**config.mk**
```make
export PLATFORM = sky130hd
export DESIGN_NAME = morse_tone_decoder_top
export DESIGN_NICKNAME = d
export VERILOG_FILES = /design/src/rtl/mtd_pkg.sv /design/src/rtl/morse_tone_decoder_top.sv /design/src/rtl/mtd_cfg_regs.sv /design/src/rtl/mtd_tracker.sv /design/src/rtl/mtd_out_fifo.sv
export SDC_FILE = /design/constraint.sdc
export NUM_CORES = 1
export LEC_CHECK = 0
export BUFFER_PORTS_ARGS = -buffer_cell sky130_fd_sc_hd__buf_2
export CELL_PAD_IN_SITES_DETAIL_PLACEMENT = 1
export CELL_PAD_IN_SITES_GLOBAL_PLACEMENT = 1
export CORE_MARGIN = 2
export CORE_UTILIZATION = 44
export CTS_BUF_LIST = sky130_fd_sc_hd__clkbuf_2 sky130_fd_sc_hd__clkbuf_4 sky130_fd_sc_hd__clkbuf_8
export CTS_CLUSTER_DIAMETER = 200
export DETAILED_ROUTE_END_ITERATION = 8
export PLACE_DENSITY_LB_ADDON = 0.1
export SYNTH_ARGS = -nofsm -noshare
export SYNTH_HDL_FRONTEND = slang
export SYNTH_SLANG_ARGS = --single-unit
export TNS_END_PERCENT = 10
```
**constraint.sdc**
```tcl
create_clock -name clk -period 4.4 [get_ports clk]
set_input_delay 0.22 -clock clk [delete_from_list [all_inputs] [get_ports clk]]
set_output_delay 0.22 -clock clk [all_outputs]
set_load 0.05 [all_outputs]
```
**src/rtl/mtd_pkg.sv**
```systemverilog
// ----------------------------------------------------------------------------
// mtd_pkg
// Shared types, constants and the character code table of the Morse tone
// decoder.
// ----------------------------------------------------------------------------
package mtd_pkg;

  localparam int SAMPLE_WIDTH_DEF = 16;
  localparam int RUN_WIDTH_DEF    = 17;
  localparam int MAX_ELEM_DEF     = 7;

  localparam int CFG_WIDTH     = 17;
  localparam int CFG_IDX_WIDTH = 3;
  localparam int CODE_WIDTH    = 8;
  localparam int SYMBOL_WIDTH  = 6;
  localparam int KIND_WIDTH    = 2;
  localparam int FIFO_DEPTH    = 4;

  localparam logic [CODE_WIDTH-1:0] EMPTY_CODE = CODE_WIDTH'(1);

  // Register indexes of the configuration port
  localparam logic [CFG_IDX_WIDTH-1:0] CFG_SHORT_MIN    = 3'd0;
  localparam logic [CFG_IDX_WIDTH-1:0] CFG_SHORT_MAX    = 3'd1;
  localparam logic [CFG_IDX_WIDTH-1:0] CFG_LONG_MIN     = 3'd2;
  localparam logic [CFG_IDX_WIDTH-1:0] CFG_LONG_MAX     = 3'd3;
  localparam logic [CFG_IDX_WIDTH-1:0] CFG_WORD_GAP_MIN = 3'd4;
  localparam logic [CFG_IDX_WIDTH-1:0] CFG_WORD_GAP_MAX = 3'd5;

  // Reset values: 44100 samples/s times 0.1, 0.3, 0.5, 0.7, 1.3 and 1.5 s
  localparam logic [CFG_WIDTH-1:0] RST_SHORT_MIN    = 17'd4410;
  localparam logic [CFG_WIDTH-1:0] RST_SHORT_MAX    = 17'd13230;
  localparam logic [CFG_WIDTH-1:0] RST_LONG_MIN     = 17'd22050;
  localparam logic [CFG_WIDTH-1:0] RST_LONG_MAX     = 17'd30870;
  localparam logic [CFG_WIDTH-1:0] RST_WORD_GAP_MIN = 17'd57330;
  localparam logic [CFG_WIDTH-1:0] RST_WORD_GAP_MAX = 17'd66150;

  typedef enum logic [KIND_WIDTH-1:0] {
    KIND_CHAR    = 2'd0,
    KIND_SPACE   = 2'd1,
    KIND_UNKNOWN = 2'd2
  } mtd_kind_t;

  typedef struct packed {
    logic [CFG_WIDTH-1:0] short_min;
    logic [CFG_WIDTH-1:0] short_max;
    logic [CFG_WIDTH-1:0] long_min;
    logic [CFG_WIDTH-1:0] long_max;
    logic [CFG_WIDTH-1:0] word_gap_min;
    logic [CFG_WIDTH-1:0] word_gap_max;
  } mtd_cfg_t;

  typedef struct packed {
    mtd_kind_t               kind;
    logic [SYMBOL_WIDTH-1:0] symbol;
    logic [CODE_WIDTH-1:0]   code;
    logic                    last;
  } mtd_result_t;

  typedef struct packed {
    logic        first_valid;
    logic        second_valid;
    mtd_result_t first;
    mtd_result_t second;
  } mtd_emit_t;

  typedef struct packed {
    logic                    hit;
    logic [SYMBOL_WIDTH-1:0] index;
  } mtd_lookup_t;

  // Element code to table index, A first and ampersand last
  function automatic mtd_lookup_t code_lookup(input logic [CODE_WIDTH-1:0] code);
    mtd_lookup_t res;
    res.hit = 1'b1;
    unique case (code)
      8'd5:   res.index = 6'd0;
      8'd45:  res.index = 6'd1;
      8'd24:  res.index = 6'd2;
      8'd26:  res.index = 6'd3;
      8'd52:  res.index = 6'd4;
      8'd12:  res.index = 6'd5;
      8'd2:   res.index = 6'd6;
      8'd41:  res.index = 6'd7;
      8'd36:  res.index = 6'd8;
      8'd18:  res.index = 6'd9;
      8'd14:  res.index = 6'd10;
      8'd16:  res.index = 6'd11;
      8'd4:   res.index = 6'd12;
      8'd23:  res.index = 6'd13;
      8'd13:  res.index = 6'd14;
      8'd20:  res.index = 6'd15;
      8'd7:   res.index = 6'd16;
      8'd6:   res.index = 6'd17;
      8'd15:  res.index = 6'd18;
      8'd22:  res.index = 6'd19;
      8'd29:  res.index = 6'd20;
      8'd10:  res.index = 6'd21;
      8'd8:   res.index = 6'd22;
      8'd3:   res.index = 6'd23;
      8'd9:   res.index = 6'd24;
      8'd17:  res.index = 6'd25;
      8'd11:  res.index = 6'd26;
      8'd25:  res.index = 6'd27;
      8'd27:  res.index = 6'd28;
      8'd28:  res.index = 6'd29;
      8'd47:  res.index = 6'd30;
      8'd39:  res.index = 6'd31;
      8'd35:  res.index = 6'd32;
      8'd33:  res.index = 6'd33;
      8'd32:  res.index = 6'd34;
      8'd48:  res.index = 6'd35;
      8'd56:  res.index = 6'd36;
      8'd60:  res.index = 6'd37;
      8'd62:  res.index = 6'd38;
      8'd63:  res.index = 6'd39;
      8'd85:  res.index = 6'd40;
      8'd115: res.index = 6'd41;
      8'd76:  res.index = 6'd42;
      8'd107: res.index = 6'd43;
      8'd120: res.index = 6'd44;
      8'd106: res.index = 6'd45;
      8'd50:  res.index = 6'd46;
      8'd94:  res.index = 6'd47;
      8'd42:  res.index = 6'd48;
      8'd97:  res.index = 6'd49;
      8'd49:  res.index = 6'd50;
      8'd54:  res.index = 6'd51;
      8'd109: res.index = 6'd52;
      8'd77:  res.index = 6'd53;
      8'd137: res.index = 6'd54;
      8'd90:  res.index = 6'd55;
      8'd40:  res.index = 6'd56;
      default: begin
        res.hit   = 1'b0;
        res.index = '0;
      end
    endcase
    return res;
  endfunction

endpackage

```
**src/rtl/morse_tone_decoder_top.sv**
```systemverilog
// ----------------------------------------------------------------------------
// morse_tone_decoder_top
// Morse tone decoder: classes tone and silence runs of an audio sample stream
// and reports characters, word spaces and unknown codes.
// ----------------------------------------------------------------------------
// The decoder takes one audio sample per clock cycle while in_stall is low.
// Each accepted sample updates the run counters and element code in that
// same cycle, and any result words it causes sit in a four-word output queue
// from the next cycle on. A letter gap or an end-of-stream flush yields one
// word; a word gap yields two (the character, then a word space), with
// out_last marking the final word of a sample. in_stall rises while the
// queue has fewer than two free words, so the input keeps its
// one-sample-per-cycle rate as long as the output side drains. Window
// registers should be written only while the block is idle.
module morse_tone_decoder_top #(
  parameter int SAMPLE_WIDTH      = mtd_pkg::SAMPLE_WIDTH_DEF,
  parameter int RUN_COUNTER_WIDTH = mtd_pkg::RUN_WIDTH_DEF,
  parameter int MAX_ELEMENTS      = mtd_pkg::MAX_ELEM_DEF
) (
  input  logic                              clk,
  input  logic                              rst_n,
  // configuration write port
  input  logic                              cfg_wr_en,
  input  logic [mtd_pkg::CFG_IDX_WIDTH-1:0] cfg_index,
  input  logic [mtd_pkg::CFG_WIDTH-1:0]     cfg_wdata,
  // sample input
  input  logic                              in_valid,
  output logic                              in_stall,
  input  logic signed [SAMPLE_WIDTH-1:0]    in_sample,
  input  logic                              in_end_of_stream,
  // result output
  output logic                              out_valid,
  input  logic                              out_stall,
  output logic [mtd_pkg::KIND_WIDTH-1:0]    out_kind,
  output logic [mtd_pkg::SYMBOL_WIDTH-1:0]  out_symbol,
  output logic [mtd_pkg::CODE_WIDTH-1:0]    out_code,
  output logic                              out_last
);
  import mtd_pkg::*;

  mtd_cfg_t    cfg;
  mtd_emit_t   emit;
  mtd_result_t out_word;
  logic        no_room;
  logic        in_accept;

  // Accept a sample whenever the queue can take the worst case of two words
  assign in_stall  = no_room;
  assign in_accept = in_valid && !no_room;

  mtd_cfg_regs u_cfg (
    .clk       (clk),
    .rst_n     (rst_n),
    .cfg_wr_en (cfg_wr_en),
    .cfg_index (cfg_index),
    .cfg_wdata (cfg_wdata),
    .cfg       (cfg)
  );

  // Only zero versus nonzero matters to the tracker
  mtd_tracker #(
    .SAMPLE_WIDTH (SAMPLE_WIDTH),
    .RUN_WIDTH    (RUN_COUNTER_WIDTH),
    .MAX_ELEMENTS (MAX_ELEMENTS)
  ) u_tracker (
    .clk           (clk),
    .rst_n         (rst_n),
    .in_accept     (in_accept),
    .sample        (in_sample),
    .end_of_stream (in_end_of_stream),
    .cfg           (cfg),
    .emit          (emit)
  );

  mtd_out_fifo u_fifo (
    .clk       (clk),
    .rst_n     (rst_n),
    .emit      (emit),
    .no_room   (no_room),
    .out_valid (out_valid),
    .out_stall (out_stall),
    .out_word  (out_word)
  );

  // Unpack the head word onto the result ports
  assign out_kind   = out_word.kind;
  assign out_symbol = out_word.symbol;
  assign out_code   = out_word.code;
  assign out_last   = out_word.last;

endmodule

```
**src/rtl/mtd_cfg_regs.sv**
```systemverilog
// ----------------------------------------------------------------------------
// mtd_cfg_regs
// Window threshold registers, written through a plain indexed write port.
// ----------------------------------------------------------------------------
module mtd_cfg_regs (
  input  logic                             clk,
  input  logic                             rst_n,
  input  logic                             cfg_wr_en,
  input  logic [mtd_pkg::CFG_IDX_WIDTH-1:0] cfg_index,
  input  logic [mtd_pkg::CFG_WIDTH-1:0]     cfg_wdata,
  output mtd_pkg::mtd_cfg_t                 cfg
);
  import mtd_pkg::*;

  mtd_cfg_t cfg_r;
  mtd_cfg_t cfg_nxt;

  always_comb begin
    cfg_nxt = cfg_r;
    if (cfg_wr_en) begin
      unique case (cfg_index)
        CFG_SHORT_MIN:    cfg_nxt.short_min    = cfg_wdata;
        CFG_SHORT_MAX:    cfg_nxt.short_max    = cfg_wdata;
        CFG_LONG_MIN:     cfg_nxt.long_min     = cfg_wdata;
        CFG_LONG_MAX:     cfg_nxt.long_max     = cfg_wdata;
        CFG_WORD_GAP_MIN: cfg_nxt.word_gap_min = cfg_wdata;
        CFG_WORD_GAP_MAX: cfg_nxt.word_gap_max = cfg_wdata;
        default: ;  // drop writes beyond the register list
      endcase
    end
  end

  always_ff @(posedge clk) begin
    if (!rst_n) begin
      cfg_r.short_min    <= RST_SHORT_MIN;
      cfg_r.short_max    <= RST_SHORT_MAX;
      cfg_r.long_min     <= RST_LONG_MIN;
      cfg_r.long_max     <= RST_LONG_MAX;
      cfg_r.word_gap_min <= RST_WORD_GAP_MIN;
      cfg_r.word_gap_max <= RST_WORD_GAP_MAX;
    end else begin
      cfg_r <= cfg_nxt;
    end
  end

  assign cfg = cfg_r;

endmodule

```
**src/rtl/mtd_tracker.sv**
```systemverilog
// ----------------------------------------------------------------------------
// mtd_tracker
// Run counters, run classification, element code register and result
// formation for one sample per cycle while in_accept is high.
// ----------------------------------------------------------------------------
module mtd_tracker #(
  parameter int SAMPLE_WIDTH = mtd_pkg::SAMPLE_WIDTH_DEF,
  parameter int RUN_WIDTH    = mtd_pkg::RUN_WIDTH_DEF,
  parameter int MAX_ELEMENTS = mtd_pkg::MAX_ELEM_DEF
) (
  input  logic                    clk,
  input  logic                    rst_n,
  input  logic                    in_accept,
  input  logic [SAMPLE_WIDTH-1:0] sample,
  input  logic                    end_of_stream,
  input  mtd_pkg::mtd_cfg_t       cfg,
  output mtd_pkg::mtd_emit_t      emit
);
  import mtd_pkg::*;

  localparam int CMP_WIDTH = (RUN_WIDTH > CFG_WIDTH) ? RUN_WIDTH : CFG_WIDTH;

  logic                  prev_zero_r, prev_zero_nxt;
  logic                  first_seen_r, first_seen_nxt;
  logic [RUN_WIDTH-1:0]  silence_r, silence_nxt;
  logic [RUN_WIDTH-1:0]  tone_r, tone_nxt;
  logic [CODE_WIDTH-1:0] code_r, code_nxt;
  logic                  ovf_r, ovf_nxt;

  logic                  is_zero;
  logic                  append_en, append_dash;
  logic                  gap_emit, word_gap, eos_emit;
  logic [CODE_WIDTH-1:0] code_mid;
  logic                  ovf_mid;

  function automatic logic in_window(input logic [RUN_WIDTH-1:0] run,
                                     input logic [CFG_WIDTH-1:0] lo,
                                     input logic [CFG_WIDTH-1:0] hi);
    logic [CMP_WIDTH-1:0] v;
    v = CMP_WIDTH'(run);
    return (v > CMP_WIDTH'(lo)) && (v < CMP_WIDTH'(hi));
  endfunction

  function automatic mtd_result_t make_char(input logic [CODE_WIDTH-1:0] code,
                                            input logic ovf, input logic last);
    mtd_result_t res;
    mtd_lookup_t lk;
    lk = code_lookup(code);
    res.code = code;
    res.last = last;
    if (lk.hit && !ovf) begin
      res.kind   = KIND_CHAR;
      res.symbol = lk.index;
    end else begin
      res.kind   = KIND_UNKNOWN;
      res.symbol = '0;
    end
    return res;
  endfunction

  assign is_zero = (sample == '0);

  always_comb begin
    prev_zero_nxt  = prev_zero_r;
    first_seen_nxt = first_seen_r;
    silence_nxt    = silence_r;
    tone_nxt       = tone_r;
    append_en      = 1'b0;
    append_dash    = 1'b0;
    gap_emit       = 1'b0;
    word_gap       = 1'b0;

    if (!first_seen_r) begin
      first_seen_nxt = 1'b1;
    end else if (is_zero && prev_zero_r) begin
      if (silence_r != '1) silence_nxt = silence_r + 1'b1;
      if (tone_r != '0) begin
        if (in_window(tone_r, cfg.short_min, cfg.short_max)) begin
          append_en = 1'b1;
        end else if (in_window(tone_r, cfg.long_min, cfg.long_max)) begin
          append_en   = 1'b1;
          append_dash = 1'b1;
        end
        tone_nxt = '0;
      end
    end else if (!is_zero && !prev_zero_r) begin
      if (tone_r != '1) tone_nxt = tone_r + 1'b1;
      if (silence_r != '0) begin
        if (in_window(silence_r, cfg.short_min, cfg.short_max)) begin
          // gap inside a character
        end else if (in_window(silence_r, cfg.long_min, cfg.long_max)) begin
          gap_emit = 1'b1;
        end else if (in_window(silence_r, cfg.word_gap_min, cfg.word_gap_max)) begin
          gap_emit = 1'b1;
          word_gap = 1'b1;
        end
        silence_nxt = '0;
      end
    end
    prev_zero_nxt = is_zero;

    code_mid = code_r;
    ovf_mid  = ovf_r;
    if (append_en) begin
      if ((code_r >> MAX_ELEMENTS) != '0) begin
        ovf_mid = 1'b1;
      end else begin
        code_mid = {code_r[CODE_WIDTH-2:0], append_dash};
      end
    end
    if (gap_emit) begin
      code_mid = EMPTY_CODE;
      ovf_mid  = 1'b0;
    end

    // A gap leaves the code empty, so a flush never follows a gap result
    eos_emit = end_of_stream && ((code_mid != EMPTY_CODE) || ovf_mid);

    emit.first_valid  = in_accept && (gap_emit || eos_emit);
    emit.first        = gap_emit ? make_char(code_r, ovf_r, !word_gap)
                                 : make_char(code_mid, ovf_mid, 1'b1);
    emit.second_valid = in_accept && word_gap;
    emit.second.kind   = KIND_SPACE;
    emit.second.symbol = '0;
    emit.second.code   = EMPTY_CODE;
    emit.second.last   = 1'b1;

    code_nxt = code_mid;
    ovf_nxt  = ovf_mid;
    if (end_of_stream) begin
      prev_zero_nxt  = 1'b0;
      first_seen_nxt = 1'b0;
      silence_nxt    = '0;
      tone_nxt       = '0;
      code_nxt       = EMPTY_CODE;
      ovf_nxt        = 1'b0;
    end
  end

  always_ff @(posedge clk) begin
    if (!rst_n) begin
      prev_zero_r  <= 1'b0;
      first_seen_r <= 1'b0;
      silence_r    <= '0;
      tone_r       <= '0;
      code_r       <= EMPTY_CODE;
      ovf_r        <= 1'b0;
    end else if (in_accept) begin
      prev_zero_r  <= prev_zero_nxt;
      first_seen_r <= first_seen_nxt;
      silence_r    <= silence_nxt;
      tone_r       <= tone_nxt;
      code_r       <= code_nxt;
      ovf_r        <= ovf_nxt;
    end
  end

endmodule

```
**src/rtl/mtd_out_fifo.sv**
```systemverilog
// ----------------------------------------------------------------------------
// mtd_out_fifo
// Result queue: per cycle, up to two words in and one out unless stalled.
// ----------------------------------------------------------------------------
module mtd_out_fifo (
  input  logic                 clk,
  input  logic                 rst_n,
  input  mtd_pkg::mtd_emit_t   emit,
  output logic                 no_room,
  output logic                 out_valid,
  input  logic                 out_stall,
  output mtd_pkg::mtd_result_t out_word
);
  import mtd_pkg::*;

  localparam int PTR_WIDTH   = $clog2(FIFO_DEPTH);
  localparam int COUNT_WIDTH = $clog2(FIFO_DEPTH + 1);

  mtd_result_t            mem_r [FIFO_DEPTH];
  logic [PTR_WIDTH-1:0]   rd_ptr_r, rd_ptr_nxt;
  logic [PTR_WIDTH-1:0]   wr_ptr_r, wr_ptr_nxt;
  logic [COUNT_WIDTH-1:0] count_r, count_nxt;
  logic [PTR_WIDTH-1:0]   wr_ptr_second;
  logic [1:0]             push_n;
  logic                   pop;

  assign push_n        = {1'b0, emit.first_valid} + {1'b0, emit.second_valid};
  assign pop           = (count_r != '0) && !out_stall;
  assign wr_ptr_second = wr_ptr_r + 1'b1;
  assign wr_ptr_nxt    = wr_ptr_r + PTR_WIDTH'(push_n);
  assign rd_ptr_nxt    = rd_ptr_r + PTR_WIDTH'(pop);
  assign count_nxt     = count_r + COUNT_WIDTH'(push_n) - COUNT_WIDTH'(pop);

  // Hold off input while a two-word item might not fit
  assign no_room   = count_r > COUNT_WIDTH'(FIFO_DEPTH - 2);
  assign out_valid = count_r != '0;
  assign out_word  = mem_r[rd_ptr_r];

  always_ff @(posedge clk) begin
    if (emit.first_valid)  mem_r[wr_ptr_r]      <= emit.first;
    if (emit.second_valid) mem_r[wr_ptr_second] <= emit.second;
  end

  always_ff @(posedge clk) begin
    if (!rst_n) begin
      rd_ptr_r <= '0;
      wr_ptr_r <= '0;
      count_r  <= '0;
    end else begin
      rd_ptr_r <= rd_ptr_nxt;
      wr_ptr_r <= wr_ptr_nxt;
      count_r  <= count_nxt;
    end
  end

endmodule
```
== After elaboration in Yosys (flattened, before gate mapping) ==
Memory sizes are Yosys's and may differ from the RTL's. A register that Yosys moved wholly into a read port is not among the register bits.
Index checks and enable logic that the tools add are counted.

* Register bits after elaboration: 154
* RAM bits: 68
* Bits of input ports: 42
* Output and inout bits: 19
* Word-level logic and storage cells: 257
* Memories kept: 1

* $add $sub $neg: 8
* Magnitude comparators: 11
* Equal/unequal tests: 124
* Multiplexer cells: 56
* Reduce and logical (&&, ||, !) cells: 42

{| class="wikitable"
|+ Memories
! memory !! words !! width !! read ports !! clocked after memory_dff !! wr ports !! line !! source
|-
| u_fifo.mem_r || 4 || 17 || 1 || 1 || 2 || mtd_out_fifo.sv:19 || <nowiki>mtd_result_t mem_r [FIFO_DEPTH];</nowiki>
|}

{| class="wikitable"
|+ Operator list
! cell !! number
|-
| one-hot mux 6 bit (56 select lines) || 2
|-
| == test 8 x 6 -> 1 bit, second input constant || 38
|-
| 2-to-1 mux 17 bit || 13
|-
| == test 8 x 5 -> 1 bit, second input constant || 24
|-
| == test 8 x 7 -> 1 bit, second input constant || 22
|-
| == test 8 x 4 -> 1 bit, second input constant || 16
|-
| OR reduction 57 bit || 2
|-
| greater-than comparator 17 bit || 5
|-
| less-than comparator 17 bit || 5
|-
| == test 8 x 3 -> 1 bit, second input constant || 8
|-
| 2-to-1 mux 8 bit || 6
|-
| adder 17 x 1 -> 17 bit, second input constant || 2
|-
| 2-to-1 mux 1 bit || 34
|-
| != test 17 bit, second input constant || 2
|-
| nonzero test 17 bit || 2
|-
| == test 8 x 2 -> 1 bit, second input constant || 4
|-
| == test 8 bit, second input constant || 2
|-
| zero test 16 bit || 1
|-
| logical AND 1 bit || 14
|-
| AND reduction 2 bit || 6
|-
| nonzero test 3 bit || 4
|-
| AND reduction 5 bit || 2
|-
| != test 8 x 1 -> 1 bit, second input constant || 1
|-
| zero test 1 bit || 7
|-
| 15 further kinds || 19
|}

== Depth between registers and ports, before layout ==
* Depth in word-level cells: 18
* Depth in mapped cells: 20
* Gate-level depth less buffers: 19

== Cells and area by module ==
A second synthesis with hierarchy kept.

* Cell total of the unflattened synthesis: 1807
* Area, all modules: 16245.6 µm²

{| class="wikitable"
|+ By module, submodules not included
! module !! instances !! cells an instance !! area an instance (µm²) !! sequential area each (µm²)
|-
| mtd_tracker || 1 || 1218 || 8515.7 || 900.9
|-
| mtd_cfg_regs || 1 || 381 || 3998.8 || 2042.0
|-
| mtd_out_fifo || 1 || 207 || 3717.3 || 2182.1
|-
| morse_tone_decoder_top || 1 || 1 || 13.8 || 0.0
|}

== Worst setup path before layout ==
Ideal clock, no wire load.

* Kind: register -> register
* Start point: register u_tracker.tone_r[14]
* End point: register u_fifo.count_r[2]
* Library setup time: 115 ps
* Arrival: 4535 ps
* Data required time: 4285 ps
* Slack: -250 ps
* Stages on the path, launching flop included: 20
* Path buffers: 1
* Clock period less this slack: 4650 ps
* Cell sequence: dfxtp_1 -> ha_1 -> a21o_1 -> a21o_1 -> a221oi_1 -> o211ai_1 -> a211oi_2 -> buf_2 -> o21ai_2 -> a32oi_1 -> or3_1 -> a21oi_2 -> nor2_1 -> ha_1 -> inv_1 -> ha_1 -> fa_1 -> xor2_1 -> xnor2_1 -> and2_1

* Longest elaborated chain between the ends: 18
* Elaborated cells on any way between the ends: 29
* Those cells by class: add/sub: 3; order compare: 4; eq/ne: 1; mux: 14; reduce/logical: 7

{| class="wikitable"
|+ Ends and longest elaborated chain
! what !! line !! source
|-
| from (decl) || mtd_tracker.sv:26 || <nowiki>logic [RUN_WIDTH-1:0] tone_r, tone_nxt;</nowiki>
|-
| from (signal assigned) || mtd_tracker.sv:152 || <nowiki>tone_r <= tone_nxt;</nowiki>
|-
| greater-than comparator 17 bit / less-than comparator 17 bit (equally long branches) || mtd_tracker.sv:41 || <nowiki>return (v > CMP_WIDTH'(lo)) && (v < CMP_WIDTH'(hi));</nowiki>
|-
| logical AND 1 bit || mtd_tracker.sv:41 ||
|-
| 2-to-1 mux 1 bit || mtd_tracker.sv:80 || <nowiki>end else if (in_window(tone_r, cfg.long_min, cfg.long_max)) begin</nowiki>
|-
| 2-to-1 mux 1 bit || mtd_tracker.sv:78 || <nowiki>if (in_window(tone_r, cfg.short_min, cfg.short_max)) begin</nowiki>
|-
| 2-to-1 mux 1 bit || mtd_tracker.sv:77 || <nowiki>if (tone_r != '0) begin</nowiki>
|-
| 2-to-1 mux 1 bit || mtd_tracker.sv:75 || <nowiki>end else if (is_zero && prev_zero_r) begin</nowiki>
|-
| 2-to-1 mux 1 bit || mtd_tracker.sv:73 || <nowiki>if (!first_seen_r) begin</nowiki>
|-
| 2-to-1 mux 8 bit || mtd_tracker.sv:105 || <nowiki>if ((code_r >> MAX_ELEMENTS) != '0) begin</nowiki>
|-
| [... 2 more ...] || -- ||
|-
| != test 8 x 1 -> 1 bit || mtd_tracker.sv:117 || <nowiki>eos_emit = end_of_stream && ((code_mid != EMPTY_CODE) || ovf_mid);</nowiki>
|-
| logical OR 1 bit (*) || mtd_tracker.sv:117 ||
|-
| logical AND 1 bit (*) || mtd_tracker.sv:117 ||
|-
| logical OR 1 bit (*) || mtd_tracker.sv:119 || <nowiki>emit.first_valid = in_accept && (gap_emit || eos_emit);</nowiki>
|-
| logical AND 1 bit (*) || mtd_tracker.sv:119 ||
|-
| adder 1 x 1 -> 2 bit (*) || mtd_out_fifo.sv:27 || <nowiki>assign push_n = {1'b0, emit.first_valid} + {1'b0, emit.second_valid};</nowiki>
|-
| adder 3 x 2 -> 3 bit (*) || mtd_out_fifo.sv:32 || <nowiki>assign count_nxt = count_r + COUNT_WIDTH'(push_n) - COUNT_WIDTH'(pop);</nowiki>
|-
| subtractor 3 x 1 -> 3 bit (*) || mtd_out_fifo.sv:32 ||
|-
| to (signal assigned) || mtd_out_fifo.sv:52 || <nowiki>count_r <= count_nxt;</nowiki>
|-
| to (decl) || mtd_out_fifo.sv:22 || <nowiki>logic [COUNT_WIDTH-1:0] count_r, count_nxt;</nowiki>
|}

Mark *: on every way between the ends. The rest lies on a longest branch, timed or not.
A chain may end at the register's enable or synchronous reset.

== Worst setup path after layout ==
* Start point: register u_cfg.cfg_r, in the netlist u_cfg.cfg[42]
* End point: register u_fifo.count_r[2]

* Longest elaborated chain between the ends: 18
* Elaborated cells on any way between the ends: 39
* Those cells by class: add/sub: 3; order compare: 2; eq/ne: 1; mux: 26; reduce/logical: 7

{| class="wikitable"
|+ Ends and longest elaborated chain
! what !! line !! source
|-
| from (decl) || mtd_cfg_regs.sv:15 || <nowiki>mtd_cfg_t cfg_r;</nowiki>
|-
| from (signal assigned) || mtd_cfg_regs.sv:42 || <nowiki>cfg_r <= cfg_nxt;</nowiki>
|-
| less-than comparator 17 bit || mtd_tracker.sv:41 ||
|-
| logical AND 1 bit || mtd_tracker.sv:41 ||
|-
| 2-to-1 mux 1 bit || mtd_tracker.sv:80 ||
|-
| 2-to-1 mux 1 bit || mtd_tracker.sv:78 ||
|-
| 2-to-1 mux 1 bit || mtd_tracker.sv:77 ||
|-
| 2-to-1 mux 1 bit || mtd_tracker.sv:75 ||
|-
| 2-to-1 mux 1 bit || mtd_tracker.sv:73 ||
|-
| 2-to-1 mux 8 bit || mtd_tracker.sv:105 ||
|-
| [... 2 more ...] || -- ||
|-
| != test 8 x 1 -> 1 bit || mtd_tracker.sv:117 ||
|-
| logical OR 1 bit || mtd_tracker.sv:117 ||
|-
| logical AND 1 bit || mtd_tracker.sv:117 ||
|-
| logical OR 1 bit || mtd_tracker.sv:119 ||
|-
| logical AND 1 bit || mtd_tracker.sv:119 ||
|-
| adder 1 x 1 -> 2 bit (*) || mtd_out_fifo.sv:27 ||
|-
| adder 3 x 2 -> 3 bit (*) || mtd_out_fifo.sv:32 ||
|-
| subtractor 3 x 1 -> 3 bit (*) || mtd_out_fifo.sv:32 ||
|}

Marks and branches as above.

==> PnR_summary.wiki <==
{| class="wikitable"
! Metric !! Value
|-
| Final min period || roughly 4300 ps
|-
| Crit path capture type || flop
|-
| Pre-CTS worst setup slack || -93.3 ps
|-
| Final worst-path setup slack || approximately 70 ps
|-
| Warnings, synthesis || 0
|-
| Pin count of the biggest net entering global routing || 72
|-
| Number of antenna violations at the first check in global routing || 1
|-
| Synth top area share || 0.280
|-
| Critical path startpoint category || flop
|-
| HPWL after detailed placement || 49700 µm
|-
| Wire length of the first global-routing pass || 100000 µm
|-
| Placed Area || 18200 µm²
|-
| Number of DRC markers in iteration 0 || between 1000 and 1500
|-
| List of most frequent post-synthesis cells || 284 x nand2_1, 222 x dfxtp_1, 177 x ha_1
|-
| Worst setup path class || reg -> reg
|-
| Count of input and output buffers || 60
|-
| Critical Path AT || 4840 ps
|-
| Crit-path max FO || 4
|-
| Number of register bits inferred by synthesis || 222
|-
| Latest clock arrival within the worst-skew pair || 620 ps
|-
| Leakage power || just over 8 nW
|-
| Cell types with the largest area share after synthesis || dfxtp_1 28%, ha_1 14%, nand2_1 6.7%
|-
| Number of pins exceeding their max-slew limit in the final report || 0
|-
| Top-Level Pins || 61
|-
| Remaining max-slew budget at the tightest pin || 0.119
|-
| Top FF cell, synth || dfxtp_1
|-
| Number of global-route vias before repair || 17204
|-
| Post-detailed-route count of antenna-violating nets || 0
|-
| Distinct cell type count after synthesis || 99
|-
| Vias per std cell || a little over 6
|-
| Row cnt || 69
|-
| Clock buffer depth || 3
|-
| Synthesized area || 15800 µm²
|-
| Placeable core region || ~35000 µm²
|-
| Post-synthesis to final-layout area growth || 23.6%
|-
| # diodes || 0
|-
| Number of setup violations in the final report || 0
|-
| Final Util || 0.552
|-
| Gate count of the mapped netlist || 1988
|-
| Total Routed Length || 65200 µm
|-
| Mean post-synth cell area || between 7 and 8 µm²
|-
| Final hold violation count || 0
|-
| Global-route congestion overflow total || 0
|-
| Maximum ir drop on the vdd rail || 0.461 mV
|-
| Clock root buffer || clkbuf_8
|-
| Power per standard cell area || approximately 280 nW/µm²
|-
| Worst-Margin Slew || about 1300 ps
|-
| Part of the cycle the worst path needs || 0.984
|-
| DIE AREA || between 30000 and 40000 µm²
|-
| Max-capacitance violation count || 0
|-
| CTS HTree Levels || 2
|-
| Number of enable flip-flop cells after synthesis || 0
|-
| X dimension of the die || 194 µm
|-
| Max Clock Freq || 231 MHz
|-
| Global placer's final weighted congestion || slightly below 1
|-
| Starting density of the core || 0.447
|-
| Clock tree from TritonCTS || yes
|-
| Clock sinks || ~220
|-
| Number of detailed-routing iterations run before antenna repair || 5
|-
| Kind of path behind the tightest hold check || in -> reg
|-
| Final Net Count || 2458
|-
| Final Skew || about 18 ps
|-
| Required arrival time at the worst endpoint || 4910 ps
|-
| Total clock buffers created by CTS || 42
|-
| Post-synthesis net count || 2208
|-
| DRC violations left || 0
|-
| Unrepaired setup endpoints after global routing || true
|-
| Leading cell type by number of instances after synthesis || nand2_1
|-
| Outcome || complete, no violations
|-
| Share of synthesized flip-flops with an asynchronous set or reset || 0
|-
| Dominant cell type by area after synthesis || dfxtp_1
|-
| Post-Layout Inst Area || 19600 µm²
|-
| Die span in y || 194 µm
|-
| Clock-pin transition on the worst setup and hold timing paths || 60 ps
|-
| Sequential area share after synthesis || 0.280
|-
| Overall via count from detail_route || 16821
|-
| Mean routed wirelength per cell || 23.9 µm
|-
| Fraction of final layout cells sized beyond drive strength 1 || 0.215
|-
| Total global-route track usage || 0.339
|}
[sequential cells by signal, indices dropped and copies added (netlist names)]
register	count
u_cfg.cfg	102
u_fifo.mem_r	68
u_tracker.silence_r	17
u_tracker.tone_r	17
u_tracker.code_r	8
u_fifo.count_r	3
u_fifo.rd_ptr_r	2
u_fifo.wr_ptr_r	2
u_tracker.first_seen_r	1
u_tracker.ovf_r	1
u_tracker.prev_zero_r	1
[placed cells by master, fill, tap and decap left out, drive strengths merged, types with 64 or more instances in the layout]
cell	instances
a21oi	121
buf	292
clkbuf	64
dfxtp	222
ha	177
inv	120
nand2	285
nor2	152
o21ai	77
[worst max-delay path, cell delays in order (launching register included)]
cell     delay [ps]
dfxtp_1         330
inv_1           100
ha_1            320
and4_1          250
nor4b_2         300
nor3_2           80
o21ai_2         290
or3_4           190
a21oi_1          90
a21o_1          200
or3_4           400
a21oi_4         240
nor2_4           60
ha_4            170
inv_1            50
ha_1            240
fa_1            450
xor2_1          160
xnor2_1         120
and2_1          150
[routing by layer]
metal | global-route usage | up-vias | part of all wire
li1 | - | 7768 | -
met1 | 0.476 | 8334 | 0.46
met2 | 0.526 | 598 | 0.44
met3 | 0.0684 | 117 | 0.078
met4 | 0.0961 | 4 | 0.025
met5 | 0.0153 | - | 0.0014
[logic make-up (layout without fill, tap and decap cells)]
family	after synthesis	in the layout	share of synthesized area
buffers and inverters	224	500	0.0537
xor gates and xnor gates	31	31	0.0171
muxes	24	24	0.0287
and+or+nand+nor	754	754	0.237
DFF	222	222	0.280
adders and majority gates	178	178	0.141
AOI/OAI and AO/OA	555	555	0.242
[worst paths after layout]
path,to,slack [ps],from,cells past startpoint
hold reg to reg,u_fifo.mem_r[3][15],450,u_fifo.mem_r[3][15],1
hold / removal,u_tracker.first_seen_r,130,in_end_of_stream,3
setup reg to reg,u_fifo.count_r[2],70,u_cfg.cfg[42],19
setup / recovery,u_fifo.count_r[2],70,u_cfg.cfg[42],19
[what timing repair did]
item	CTS	global route
pin swaps	1	26
endpoints found under the setup margin	21	29
endpoints found under the hold margin	87	0
gates resized for setup	8	58
setup buffers	0	7
hold buffers	18	0
[layout make-up]
cell class	count	area (µm²)
Fill cell	4326	15900
Multi-Input combinational cell	1542	10900
Sequential cell	222	4460
Timing Repair Buffer	310	2290
Clock buffer	64	812
Tap cell	461	577
Inverter	120	450
Clock inverter	6	83.8
[where the power goes]
| group | switching [mW] | internal [mW] | total (mW) | leakage (nW) |
|---|---|---|---|---|
| clock network | 0.966 | 1.24 | 2.21 | 0.474 |
| logic | 0.720 | 0.439 | 1.16 | 6.02 |
| registers | 0.0774 | 2.10 | 2.18 | 1.80 |
| total | 1.76 | 3.79 | 5.55 | 8.30 |
[metrics by stage]
| stage | hold slack [ps] | TNS [ps] | total power [mW] | instances |
|---|---|---|---|---|
| finish | 132 | 0 | 5.55 | 2725 |
| floorplan | 358 | 0 | 2.94 | 1988 |
| CTS | 81.4 | -22.0 | 5.55 | 2718 |
| global route | 138 | -375 | 5.76 | 2725 |
| detailed placement | 441 | -584 | 3.33 | 2630 |
| global placement | 429 | -184 | 3.29 | 2630 |
Note: power is estimated with default switching activity, not from simulation.
